<file path="config.mk">
export PLATFORM = sky130hd
export DESIGN_NAME = stla_hash
export DESIGN_NICKNAME = d
export VERILOG_FILES = /design/src/stla_pkg.sv /design/src/stla_hash.sv
export SDC_FILE = /design/constraint.sdc
export NUM_CORES = 1
export LEC_CHECK = 0
export BUFFER_PORTS_ARGS = -buffer_cell sky130_fd_sc_hd__buf_2
export CORE_AREA = 3 3 104 106
export DETAILED_ROUTE_END_ITERATION = 16
export DIE_AREA = 0 0 107 109
export PLACE_DENSITY_LB_ADDON = 0.2
export RECOVER_POWER = 25
export SLEW_MARGIN = 40
export SYNTH_ARGS = -nofsm -noshare
export SYNTH_HDL_FRONTEND = slang
export SYNTH_SLANG_ARGS = --single-unit
</file>
<file path="constraint.sdc">
create_clock -name i_clk -period 1.6 [get_ports i_clk]
set_input_delay 0.32 -clock i_clk [delete_from_list [all_inputs] [get_ports i_clk]]
set_output_delay 0.32 -clock i_clk [all_outputs]
set_load 0.05 [all_outputs]
</file>
<file path="src/stla_pkg.sv">
package stla_pkg;

    localparam int DEF_SESSIONS  = 1024;
    localparam int DEF_BUCKETS   = 1024;
    localparam int DEF_KEY_BYTES = 32;

    localparam int KEY_W   = 256;
    localparam int OP_W    = 2;
    localparam int IDX_W   = 10;
    localparam int STAT_W  = 2;
    localparam int HW_MASK = 'h0F;

    localparam logic [OP_W-1:0] OP_NEW  = 2'd0;
    localparam logic [OP_W-1:0] OP_FIND = 2'd1;
    localparam logic [OP_W-1:0] OP_FREE = 2'd2;

    localparam logic [STAT_W-1:0] ST_OK     = 2'd0;
    localparam logic [STAT_W-1:0] ST_FULL   = 2'd1;
    localparam logic [STAT_W-1:0] ST_NFOUND = 2'd2;
    localparam logic [STAT_W-1:0] ST_NOTUSE = 2'd3;

    typedef struct packed {
        logic [OP_W-1:0]  operation;
        logic [63:0]      key_word_0;
        logic [63:0]      key_word_1;
        logic [63:0]      key_word_2;
        logic [63:0]      key_word_3;
        logic [IDX_W-1:0] session_index;
    } t_in;

    typedef struct packed {
        logic [STAT_W-1:0] status;
        logic [IDX_W-1:0]  result_index;
    } t_out;

endpackage

</file>
<file path="src/stla_hash.sv">
module stla_hash #(
    parameter int BUCKETS = stla_pkg::DEF_BUCKETS,
    parameter int BKT_W   = (BUCKETS > 1) ? $clog2(BUCKETS) : 1
) (
    input  logic                       i_clk,
    input  logic                       i_rst_n,
    input  logic                       i_start,
    input  logic [stla_pkg::KEY_W-1:0] i_key,
    output logic                       o_done,
    output logic [BKT_W-1:0]           o_bucket
);
    // fixed-point reciprocal; the quotient estimate is low by at most one
    localparam logic [31:0] RECIP = 32'((64'd1 << 31) / 64'(BUCKETS));

    logic [31:0] r_acc;
    logic [31:0] r_q;
    logic [31:0] r_qb;
    logic [31:0] r_rem;
    logic        r_s1, r_s2, r_s3, r_done;
    logic [31:0] w_hash;
    logic [63:0] w_prod;
    logic [31:0] w_diff;

    // xor of shifted half-words
    always_comb begin
        w_hash = '0;
        for (int i = 0; i < 16; i++) begin
            w_hash = w_hash ^ (32'(i_key[16*i +: 16]) << (i & stla_pkg::HW_MASK));
        end
    end

    // remainder by BUCKETS: estimate, multiply back, one correction
    assign w_prod = 64'(r_acc) * 64'(RECIP);
    assign w_diff = r_acc - r_qb;

    always_ff @(posedge i_clk) begin
        if (!i_rst_n) begin
            r_s1   <= 1'b0;
            r_s2   <= 1'b0;
            r_s3   <= 1'b0;
            r_done <= 1'b0;
        end else begin
            r_s1   <= i_start;
            r_s2   <= r_s1;
            r_s3   <= r_s2;
            r_done <= r_s3;
        end
        if (i_start) begin
            r_acc <= w_hash;
        end
        r_q   <= 32'(w_prod >> 31);
        r_qb  <= 32'(64'(r_q) * 64'(BUCKETS));
        r_rem <= (w_diff >= 32'(BUCKETS)) ? (w_diff - 32'(BUCKETS)) : w_diff;
    end

    assign o_done   = r_done;
    assign o_bucket = BKT_W'(r_rem);

    a_rem_range: assert property (@(posedge i_clk) disable iff (!i_rst_n)
        r_done |-> (r_rem < 32'(BUCKETS))) else $error("remainder out of range");

endmodule

</file>
# Word-level counts from Yosys, hierarchy flattened
# Cells that the tools add are included.
# op_classes
n_bitwise	15
mux	1
n_addsub	2
magnitude_cmp	1
# op_table
op	n
$ge 32x11->1 const B	1
$sub 32x32->32	1
$xor 30x31->31	1
$xor 29x30->30	1
$xor 28x29->29	1
$xor 27x28->28	1
$xor 26x27->27	1
$xor 25x26->26	1
$xor 24x25->25	1
$xor 23x24->24	1
$xor 22x23->23	1
$xor 21x22->22	1
$xor 20x21->21	1
$xor 19x20->20	1
$xor 18x19->19	1
$xor 17x18->18	1
$xor 16x17->17	1
$mux 10	1
$sub 10x1->10 const B	1
# totals
in_bits	259
ff_bits	90
word_cells	27
output_inout_bits	11

# Logic depth before layout (Yosys ltp)
# Gate-level depths: netlist of the first run.
# logic_depth
word_depth	15
depth_mapped	3
ltp_nobuf	3

# Worst setup path after synthesis of the first run
# OpenSTA, ideal clock, no wires.
# synth_timing
kind	input -> register
from	input i_key[98] (netlist name)
to	register r_acc[8], data pin
path_buffers	0
t_arrival_ns	0.977
path_slack_ns	0.366
required_time_ns	1.342
path_stages	3
setup_time_ns	0.258
path_cell_list	xnor2_1 -> xnor3_1 -> xnor2_1
# synth_via
elab_chain_len	10
# synth_rtl
item	line_no	rtl
start, declared	stla_hash.sv:8	input logic [stla_pkg::KEY_W-1:0] i_key,
$xor 21x22->22	stla_hash.sv:28	w_hash = w_hash ^ (32'(i_key[16*i +: 16]) << (i & stla_pkg::HW_MASK));
$xor 22x23->23	stla_hash.sv:28	
$xor 23x24->24	stla_hash.sv:28	
$xor 24x25->25	stla_hash.sv:28	
$xor 25x26->26	stla_hash.sv:28	
$xor 26x27->27	stla_hash.sv:28	
$xor 27x28->28	stla_hash.sv:28	
$xor 28x29->29	stla_hash.sv:28	
$xor 29x30->30	stla_hash.sv:28	
$xor 30x31->31	stla_hash.sv:28	
via w_hash[8]	stla_hash.sv:20	logic [31:0] w_hash;
end signal, assigned	stla_hash.sv:49	r_acc <= w_hash;
end, declared	stla_hash.sv:15	logic [31:0] r_acc;
# The timed path passes the listed nets, and every way through them passes these cells.
# A chain may end at the register's enable or synchronous reset.

# Worst setup path after layout of the first run
# layout_timing
from	register r_rem[1]
to	output o_bucket[1]
# layout_rtl
item	line_no	rtl
start, declared	stla_hash.sv:18	logic [31:0] r_rem;
start signal, assigned	stla_hash.sv:53	r_rem <= (w_diff >= 32'(BUCKETS)) ? (w_diff - 32'(BUCKETS)) : w_diff;
end, declared	stla_hash.sv:10	output logic [BKT_W-1:0] o_bucket
# No word-level cell between the ends.

==> results of run 1 <==
Yosys cell counts, drive strengths merged:
cell,n,area share (%)
and2,4,2.4
xnor2,34,31
dfxtp,14,27
edfxtp,10,29
xor2,7,6.0
xnor3,2,4.4
per-stage QoR:
| step | util (%) | instances |
|---|---|---|
| final | 15.98 | 276 |
| after global routing | 15.98 | 276 |
| after CTS | 15.98 | 276 |
| after detailed placement | 15.53 | 272 |
| after global placement | 15.53 | 272 |
| after floorplan | - | 71 |
worst max path at each step:
| stage | depth (start not counted) | slack, ns | end | startpoint |
|---|---|---|---|---|
| 3_3_place_gp | 4 | 0.16 | r_acc[9] | i_key[69] |
| 3_5_place_dp | 4 | 0.17 | r_acc[9] | i_key[69] |
| 5_1_grt | 1 | 0.36 | o_bucket[0] | r_rem[0] |
| 4_1_cts | 1 | 0.40 | o_bucket[0] | r_rem[0] |
| 2_1_floorplan | 3 | 0.37 | r_acc[8] | i_key[98] |
| 6_report | 1 | 0.42 | o_bucket[1] | r_rem[1] |
power groups by stage:
stage | Sequential [mW] | Combinational, mW | Clock, mW
3_5_place_dp | 0.798 | 0.534 | 0
2_1_floorplan | 0.975 | 0.184 | 0
4_1_cts | 0.788 | 0.535 | 0.388
5_1_grt | 0.798 | 0.566 | 0.414
6_report | 0.785 | 0.525 | 0.352
3_3_place_gp | 0.795 | 0.538 | 0
per-layer routing:
metal	part of all wire (%)	wire, um	track usage (%)
met5	0.86	21	0
met2	32	774	4.766
met4	1.1	27	1.918
met3	19	469	4.026
met1	47	1142	6.020
sequential cells by signal, summed over array words and instances, names as in the netlist:
register	count
r_acc	10
r_rem	10
o_done	1
r_s1	1
r_s2	1
r_s3	1
cells by family after synthesis:
family,count (synthesis),share of synthesized area (%)
xor gates and xnor gates,43,40.90
DFF,24,56.65
and+or+nand+nor,4,2.442
final cells by class:
cell class / instances / area [sq um] / share of cell area, %
timing repair buffer: 68 / 340.3 / 21.59
tap: 133 / 166.4 / 10.56
sequential: 24 / 580.6 / 36.83
clock buffer: 4 / 45.04 / 2.857
multi-input combinational: 47 / 444.2 / 28.17
==> run_results.csv, run 1 <==
group,metric,value,unit
clocking,htreeDepth,1,
global_routing,grt.total_usage,4.522,%
critical_path,crit_required,1.28,ns
global_routing,grt_pass1_wl,3788,um
timing,fmax,848.6,MHz
global_routing,antenna_found_initial,2,
floorplanning,die_area,11660,sq um
drt,wl_per_cell,8.815,um
layout,fill_cells,1105,
clocking,cts-resized-gates,0,
drt,drt_iter0_drc,29,
placed_design,dpl_cell_area,1531,sq um
critical_path,end_kind,"output port",
power_and_ir_drop,finalPower,1.662,mW
critical_path,r2r-end,"r_s3",
layout,area_growth,53.85,%
timing,setup_ws,0.4216,ns
clocking,cts_buffer_depth,2,
synthesis,ys_warn_count,0,
layout,nNetsFinal,403,
critical_path,slowest_delay,0.33,ns
clocking,hold_buffers,0,
drt,vias_per_cell,2.572,
synthesis,ys_seq_area_share,56.65,%
min_path,hold_end,"r_acc[0]",
power_and_ir_drop,p_int,1.151,mW
clocking,cts.sinks,24,
floorplanning,core_area,9864,sq um
min_path,holdCritStartpoint,"i_key[0]",
synthesis,yosysUniqueCellTypes,7,
synthesis,syn_avg_cell_area,14.43,sq um
power_and_ir_drop,switching_share,30.75,%
outcome,outcome,"complete, no violations",
critical_path,cp-start-kind,"register",
critical_path,ff2ff_path_depth,1,
critical_path,crit_chain,"buf_2",
timing,finalSetupViolations,0,
floorplanning,floorplan.die.width,107,um
timing,tns,0,ns
critical_path,criticalPathCategory,"register to output port",
critical_path,reg2reg_from,"r_s2",
layout,layout_commonest_cell,"buf_2",
critical_path,ff2ff_setup_slack,1.07,ns
timing,slew_headroom,80.50,%
placed_design,dp_slack,0.1734,ns
synthesis,syn_area,1025,sq um
floorplanning,fp.dieH,109,um
floorplanning,rows,36,
global_routing,grt_pass1_vias,758,
global_routing,gr-total-overflow,0,
clocking,cts_tree,"yes",
timing,period_share,73.65,%
placed_design,place.gp.congestion,0.5850,
drt,via_count,710,
clocking,path_clk_slew,0.08,ns
timing,min_period,1.178,ns
power_and_ir_drop,pwr-share-seq,47.2,%
placed_design,hpwlAfterDp,2115,um
global_routing,grt_start_max_net_pins,14,
drt,wl,2433,um
drt,ant_nets,0,
timing,rsz0062_at_grt,"no",
synthesis,synth-seq-cells,24,
clocking,insertion_delay,0.26,ns
synthesis,syn_nets,330,
power_and_ir_drop,ir_drop,0.0002448,V
min_path,holdPathStages,1,
power_and_ir_drop,power.density,1054,nW/um^2
timing,worstMarginPinSlew,0.2925,ns
clocking,root_buffer,"clkbuf_8",
timing,worst_hold_slack,0.2384,ns
power_and_ir_drop,p_comb_share,31.6,%
clocking,postCtsSetupBuffers,0,
timing,maxSlewViolCount,0,
synthesis,synthCells,71,
critical_path,crit_arrival,0.86,ns
placed_design,port_buffers,68,
power_and_ir_drop,power_switching,0.5111,mW
critical_path,cp_num_buf_inv,1,
layout,num_antenna_cells,0,
floorplanning,start_util,10.39,%
critical_path,crit_family,"flip-flops",
timing,finalClockSkew,0.0002666,ns
job,maxCapViolCount,0,
critical_path,path_max_fanout,1,
layout,final_cell_area,1577,sq um
timing,hold_viol,0,
layout,drive_gt1_share,51.05,%
drt,first_pass_iters,4,
drt,drc,0,
floorplanning,io_pins,270,
clocking,cts_made_buffers,3,
layout,final_cell_mix,"buf_2 (68), xnor2_1 (32), dfxtp_1 (14)",
power_and_ir_drop,power.share.clock,21.2,%
power_and_ir_drop,p_leak,0.6610,nW
min_path,hold_path_class,"primary input to register",
critical_path,cp_slowest_cell,"dfxtp_1",
Power figures use the tool's default switching activity.
==> run 2: changes to the inputs <==
==> constraint.sdc (replaced) <==
create_clock -name i_clk -period 1.2 [get_ports i_clk]
set_input_delay 0.24 -clock i_clk [delete_from_list [all_inputs] [get_ports i_clk]]
set_output_delay 0.24 -clock i_clk [all_outputs]
set_load 0.05 [all_outputs]
==> run_results.csv, run 2 (synthesis results as in run 1) <==
group,metric,value,unit
drt,wl,2435,um
layout,final_cell_area,1575,sq um
timing,period_share,91.53,%
clocking,cts_buffer_depth,2,
layout,fill_cells,1106,
clocking,cts-resized-gates,0,
critical_path,cp-start-kind,"register",
critical_path,criticalPathCategory,"register to output port",
placed_design,dp_slack,-0.1466,ns
power_and_ir_drop,ir_drop,0.0003264,V
floorplanning,rows,36,
timing,finalClockSkew,0.0002666,ns
floorplanning,die_area,11660,sq um
layout,num_antenna_cells,0,
drt,drt_iter0_drc,29,
timing,finalSetupViolations,0,
drt,drc,0,
critical_path,path_max_fanout,1,
job,maxCapViolCount,0,
clocking,cts.sinks,24,
timing,slew_headroom,53.57,%
power_and_ir_drop,power_switching,0.6815,mW
timing,worstMarginPinSlew,0.6964,ns
power_and_ir_drop,p_comb_share,31.6,%
timing,setup_ws,0.1016,ns
layout,layout_commonest_cell,"buf_2",
power_and_ir_drop,power.density,1407,nW/um^2
placed_design,place.gp.congestion,0.5850,
placed_design,dpl_cell_area,1531,sq um
layout,nNetsFinal,403,
clocking,cts_made_buffers,3,
global_routing,antenna_found_initial,2,
outcome,outcome,"complete, no violations",
floorplanning,fp.dieH,109,um
global_routing,grt_pass1_vias,758,
power_and_ir_drop,power.share.clock,21.2,%
critical_path,cp_slowest_cell,"dfxtp_1",
floorplanning,floorplan.die.width,107,um
clocking,insertion_delay,0.26,ns
timing,tns,0,ns
drt,ant_nets,0,
critical_path,cp_num_buf_inv,1,
timing,hold_viol,0,
critical_path,crit_arrival,0.86,ns
timing,maxSlewViolCount,0,
drt,first_pass_iters,4,
placed_design,port_buffers,68,
power_and_ir_drop,pwr-share-seq,47.3,%
critical_path,crit_required,0.96,ns
drt,wl_per_cell,8.822,um
global_routing,gr-total-overflow,0,
drt,via_count,710,
timing,fmax,910.4,MHz
layout,largestRegisters,"r_acc: 10 flops, r_rem: 10 flops",
power_and_ir_drop,finalPower,2.216,mW
critical_path,crit_chain,"buf_2",
layout,fin_util,15.97,%
layout,drive_gt1_share,50.35,%
timing,min_period,1.098,ns
layout,final_cell_mix,"buf_2 (67), xnor2_1 (32), dfxtp_1 (14)",
clocking,postCtsSetupBuffers,0,
min_path,hold_path_class,"primary input to register",
clocking,htreeDepth,1,
floorplanning,start_util,10.39,%
critical_path,end_kind,"output port",
critical_path,slowest_delay,0.33,ns
timing,rsz0062_at_grt,"no",
power_and_ir_drop,switching_share,30.75,%
clocking,hold_buffers,0,
layout,area_growth,53.72,%
clocking,path_clk_slew,0.08,ns
global_routing,grt.total_usage,4.522,%
drt,vias_per_cell,2.572,
global_routing,grt_pass1_wl,3788,um
critical_path,crit_family,"flip-flops",
floorplanning,io_pins,270,
floorplanning,core_area,9864,sq um
clocking,root_buffer,"clkbuf_8",
global_routing,grt_start_max_net_pins,14,
power_and_ir_drop,p_int,1.535,mW
placed_design,hpwlAfterDp,2115,um
clocking,cts_tree,"yes",
power_and_ir_drop,p_leak,0.6582,nW
-- run 2: cell types whose count changed in the layout (fill, tap and decap cells not counted) --
cell | previous run | this run
buf_2 | 68 | 67
clkbuf_1 | 1 | 2
-- run 2: metrics by stage --
step | hold slack (ns) | instances
after floorplan | 0.3233 | 71
after global placement | 0.3253 | 272
after detailed placement | 0.3283 | 272
after CTS | 0.1463 | 276
after global routing | 0.1367 | 276
final | 0.1584 | 276
-- run 2: power by group through the flow --
stage,Clock (mW),Sequential (mW),Combinational (mW)
CTS,0.517,1.05,0.713
floorplan,0,1.30,0.245
finish,0.469,1.05,0.700
global route,0.552,1.06,0.754
detailed placement,0,1.06,0.712
global placement,0,1.06,0.717
-- run 2: routing by layer --
layer	global-route usage, %	wire, um
met5	0	21
met4	1.918	27
met3	4.026	469
met2	4.766	774
met1	6.020	1143
-- run 2: layout make-up --
class / count / area [sq um] / share of cell area, %
clock buffers: 4 / 45.04 / 2.859
multi-input cells: 47 / 444.2 / 28.20
flip-flops and latches: 24 / 580.6 / 36.85
well taps: 133 / 166.4 / 10.56
repair buffers: 68 / 339.1 / 21.53
-- run 2: worst paths after layout --
path	startpoint	to	slack [ns]	cells after the start
min	i_key[0]	r_acc[0]	0.16	1
min reg2reg	r_acc[7]	r_rem[7]	0.35	0
max	r_rem[1]	o_bucket[1]	0.10	1
max reg2reg	r_s2	r_s3	0.67	1
==> run 3: changes to the inputs <==
--- a/config.mk
+++ b/config.mk
@@ -5,10 +5,11 @@
 export SDC_FILE = /design/constraint.sdc
 export NUM_CORES = 1
 export LEC_CHECK = 0
+export ABC_AREA = 1
 export BUFFER_PORTS_ARGS = -buffer_cell sky130_fd_sc_hd__buf_2
-export CORE_AREA = 3 3 104 106
+export CORE_AREA = 2 2 103 105
 export DETAILED_ROUTE_END_ITERATION = 16
-export DIE_AREA = 0 0 107 109
+export DIE_AREA = 0 0 105 107
 export PLACE_DENSITY_LB_ADDON = 0.2
 export RECOVER_POWER = 25
 export SLEW_MARGIN = 40
==> run_results.csv, run 3 <==
group,metric,value,unit
critical_path,crit_arrival,0.86,ns
timing,maxSlewViolCount,0,
timing,worstMarginPinSlew,0.6976,ns
global_routing,antenna_found_initial,1,
placed_design,place.gp.congestion,0.6181,
critical_path,crit_required,0.96,ns
floorplanning,rows,37,
clocking,htreeDepth,1,
timing,min_period,1.096,ns
floorplanning,core_area,10090,sq um
placed_design,port_buffers,68,
synthesis,yosys-top-cells-area,"edfxtp_1 (25%), dfxtp_1 (23%), nand2_1 (14%), xnor2_1 (14%), xor2_1 (9.5%)",
critical_path,slowest_delay,0.32,ns
synthesis,ys_seq_area_share,48.54,%
clocking,path_clk_slew,0.09,ns
drt,first_pass_iters,2,
layout,nNetsFinal,468,
timing,finalClockSkew,0.003469,ns
synthesis,ys_warn_count,0,
clocking,cts_tree,"yes",
clocking,insertion_delay,0.26,ns
floorplanning,io_pins,270,
clocking,cts-resized-gates,0,
synthesis,syn_area,1196,sq um
timing,rsz0062_at_grt,"no",
synthesis,synth-seq-cells,24,
timing,setup_ws,0.1042,ns
timing,hold_viol,0,
floorplanning,die_area,11240,sq um
synthesis,synth.most_common_cell,"nand2_1",
drt,wl_per_cell,8.009,um
critical_path,cp_num_buf_inv,1,
layout,area_growth,47.38,%
layout,fill_cells,1187,
critical_path,cp_slowest_cell,"dfxtp_1",
layout,drive_gt1_share,35.58,%
global_routing,grt_start_max_net_pins,14,
global_routing,grt.total_usage,5.071,%
clocking,cts_made_buffers,3,
layout,largestRegisters,"r_acc: 10 flops, r_rem: 10 flops",
timing,slew_headroom,53.49,%
drt,vias_per_cell,2.907,
layout,multi_input_area,536.8,sq um
power_and_ir_drop,power_switching,0.6838,mW
power_and_ir_drop,power.share.clock,25.0,%
drt,via_count,1003,
clocking,root_buffer,"clkbuf_8",
min_path,hold_path_class,"primary input to register",
layout,layout_commonest_cell,"buf_2",
drt,ant_nets,0,
synthesis,synthCells,136,
floorplanning,fp.dieH,107,um
drt,wl,2763,um
synthesis,synth_area_leader_cell,"edfxtp_1",
timing,finalSetupViolations,0,
synthesis,syn_nets,395,
placed_design,hpwlAfterDp,2351,um
power_and_ir_drop,power.density,1243,nW/um^2
critical_path,end_kind,"output port",
synthesis,syn_avg_cell_area,8.795,sq um
drt,drc,0,
synthesis,synth_ff_type,"dfxtp_1",
clocking,cts.sinks,24,
power_and_ir_drop,switching_share,31.21,%
global_routing,grt_pass1_vias,962,
critical_path,cp-start-kind,"register",
layout,layout.area.seq,580.6,sq um
critical_path,criticalPathCategory,"register to output port",
floorplanning,floorplan.die.width,105,um
clocking,postCtsSetupBuffers,0,
placed_design,dp_slack,-0.05165,ns
synthesis,ys_async_sr_fraction,0,%
timing,period_share,91.31,%
power_and_ir_drop,p_leak,0.8960,nW
synthesis,yosysUniqueCellTypes,12,
critical_path,crit_family,"flip-flops",
power_and_ir_drop,finalPower,2.191,mW
clocking,hold_buffers,0,
drt,drt_iter0_drc,17,
critical_path,path_max_fanout,1,
layout,final_cell_mix,"buf_2 (67), nand2_1 (46), inv_1 (20)",
synthesis,synth_edf_count,10,
synthesis,synth_common_cells,"nand2_1 (46), inv_1 (20), xnor2_1 (19), dfxtp_1 (14), xor2_1 (13)",
global_routing,gr-total-overflow,0,
timing,fmax,912.6,MHz
global_routing,grt_pass1_wl,4388,um
power_and_ir_drop,p_comb_share,29.2,%
critical_path,crit_chain,"buf_2",
power_and_ir_drop,ir_drop,0.0004396,V
job,maxCapViolCount,0,
clocking,cts_buffer_depth,2,
power_and_ir_drop,pwr-share-seq,45.8,%
power_and_ir_drop,p_int,1.507,mW
floorplanning,start_util,11.85,%
synthesis,synth_top_area_share,25.10,%
outcome,outcome,"complete, no violations",
[run 3: cell count changes after synthesis]
cell      before  now
nand3b_1       0    2
inv_1          0   20
nand2_2        0    1
inv_2          0    1
xnor2_2        2    1
xnor3_1        2    0
and2_1         4    0
or2_1          0    1
nand3_1        0    8
xnor2_1       32   19
xor2_1         7   13
nand2_1        0   46
[run 3: metal layers]
layer  global-route usage, %  part of all wire (%)  vias to the layer above
met5                       0                     0                        -
met4                   1.143                   1.0                        0
met3                   4.012                    17                        2
met2                   7.282                    38                       45
met1                   5.869                    43                      403
li1                        -                     -                      553
[run 3: final cells by class]
| cell class | count | area share [%] |
|---|---|---|
| well taps | 136 | 9.652 |
| inverters | 21 | 4.471 |
| multi-input cells | 91 | 30.45 |
| diodes | 1 | 0.1419 |
| clock buffers | 4 | 3.123 |
| flip-flops and latches | 24 | 32.93 |
| repair buffers | 68 | 19.23 |
[run 3: per-stage QoR]
stage / std cells / instance area (sq um) / hold slack (ns) / util [%] / TNS [ns]
final: 345 / 1763 / 0.1507 / 17.47 / 0
after global routing: 344 / 1760 / 0.1347 / 17.44 / 0
after CTS: 344 / 1762 / 0.1422 / 17.46 / 0
after detailed placement: 340 / 1707 / 0.3269 / 16.91 / -0.05165
after global placement: 340 / 1707 / 0.3263 / 16.91 / -0.03433
after floorplan: 136 / 1196 / 0.3233 / - / 0
[run 3: cell families after synthesis]
kind of cell / after synthesis / share of synthesized area (%)
XOR/XNOR: 33 / 24.79
buffers and inverters: 21 / 6.589
AND/OR/NAND/NOR: 58 / 20.08
flip-flops: 24 / 48.54
[run 3: path summary, 6_finish.rpt]
check                              start     endpoint  slack (ns)  cells after the start
worst max-delay path            r_rem[8]  o_bucket[8]        0.10                      1
worst min-delay path            i_key[0]     r_acc[0]        0.15                      1
worst max register to register  r_acc[2]     r_rem[2]        0.71                      0
worst min register to register  r_acc[6]     r_rem[6]        0.34                      0
[run 3: power by group through the flow]
stage / registers, mW / clock network (mW) / logic, mW
final: 1.00 / 0.547 / 0.640
after global routing: 1.02 / 0.613 / 0.710
after CTS: 1.01 / 0.592 / 0.653
after detailed placement: 1.02 / 0 / 0.651
after global placement: 1.02 / 0 / 0.649
after floorplan: 1.22 / 0 / 0.232
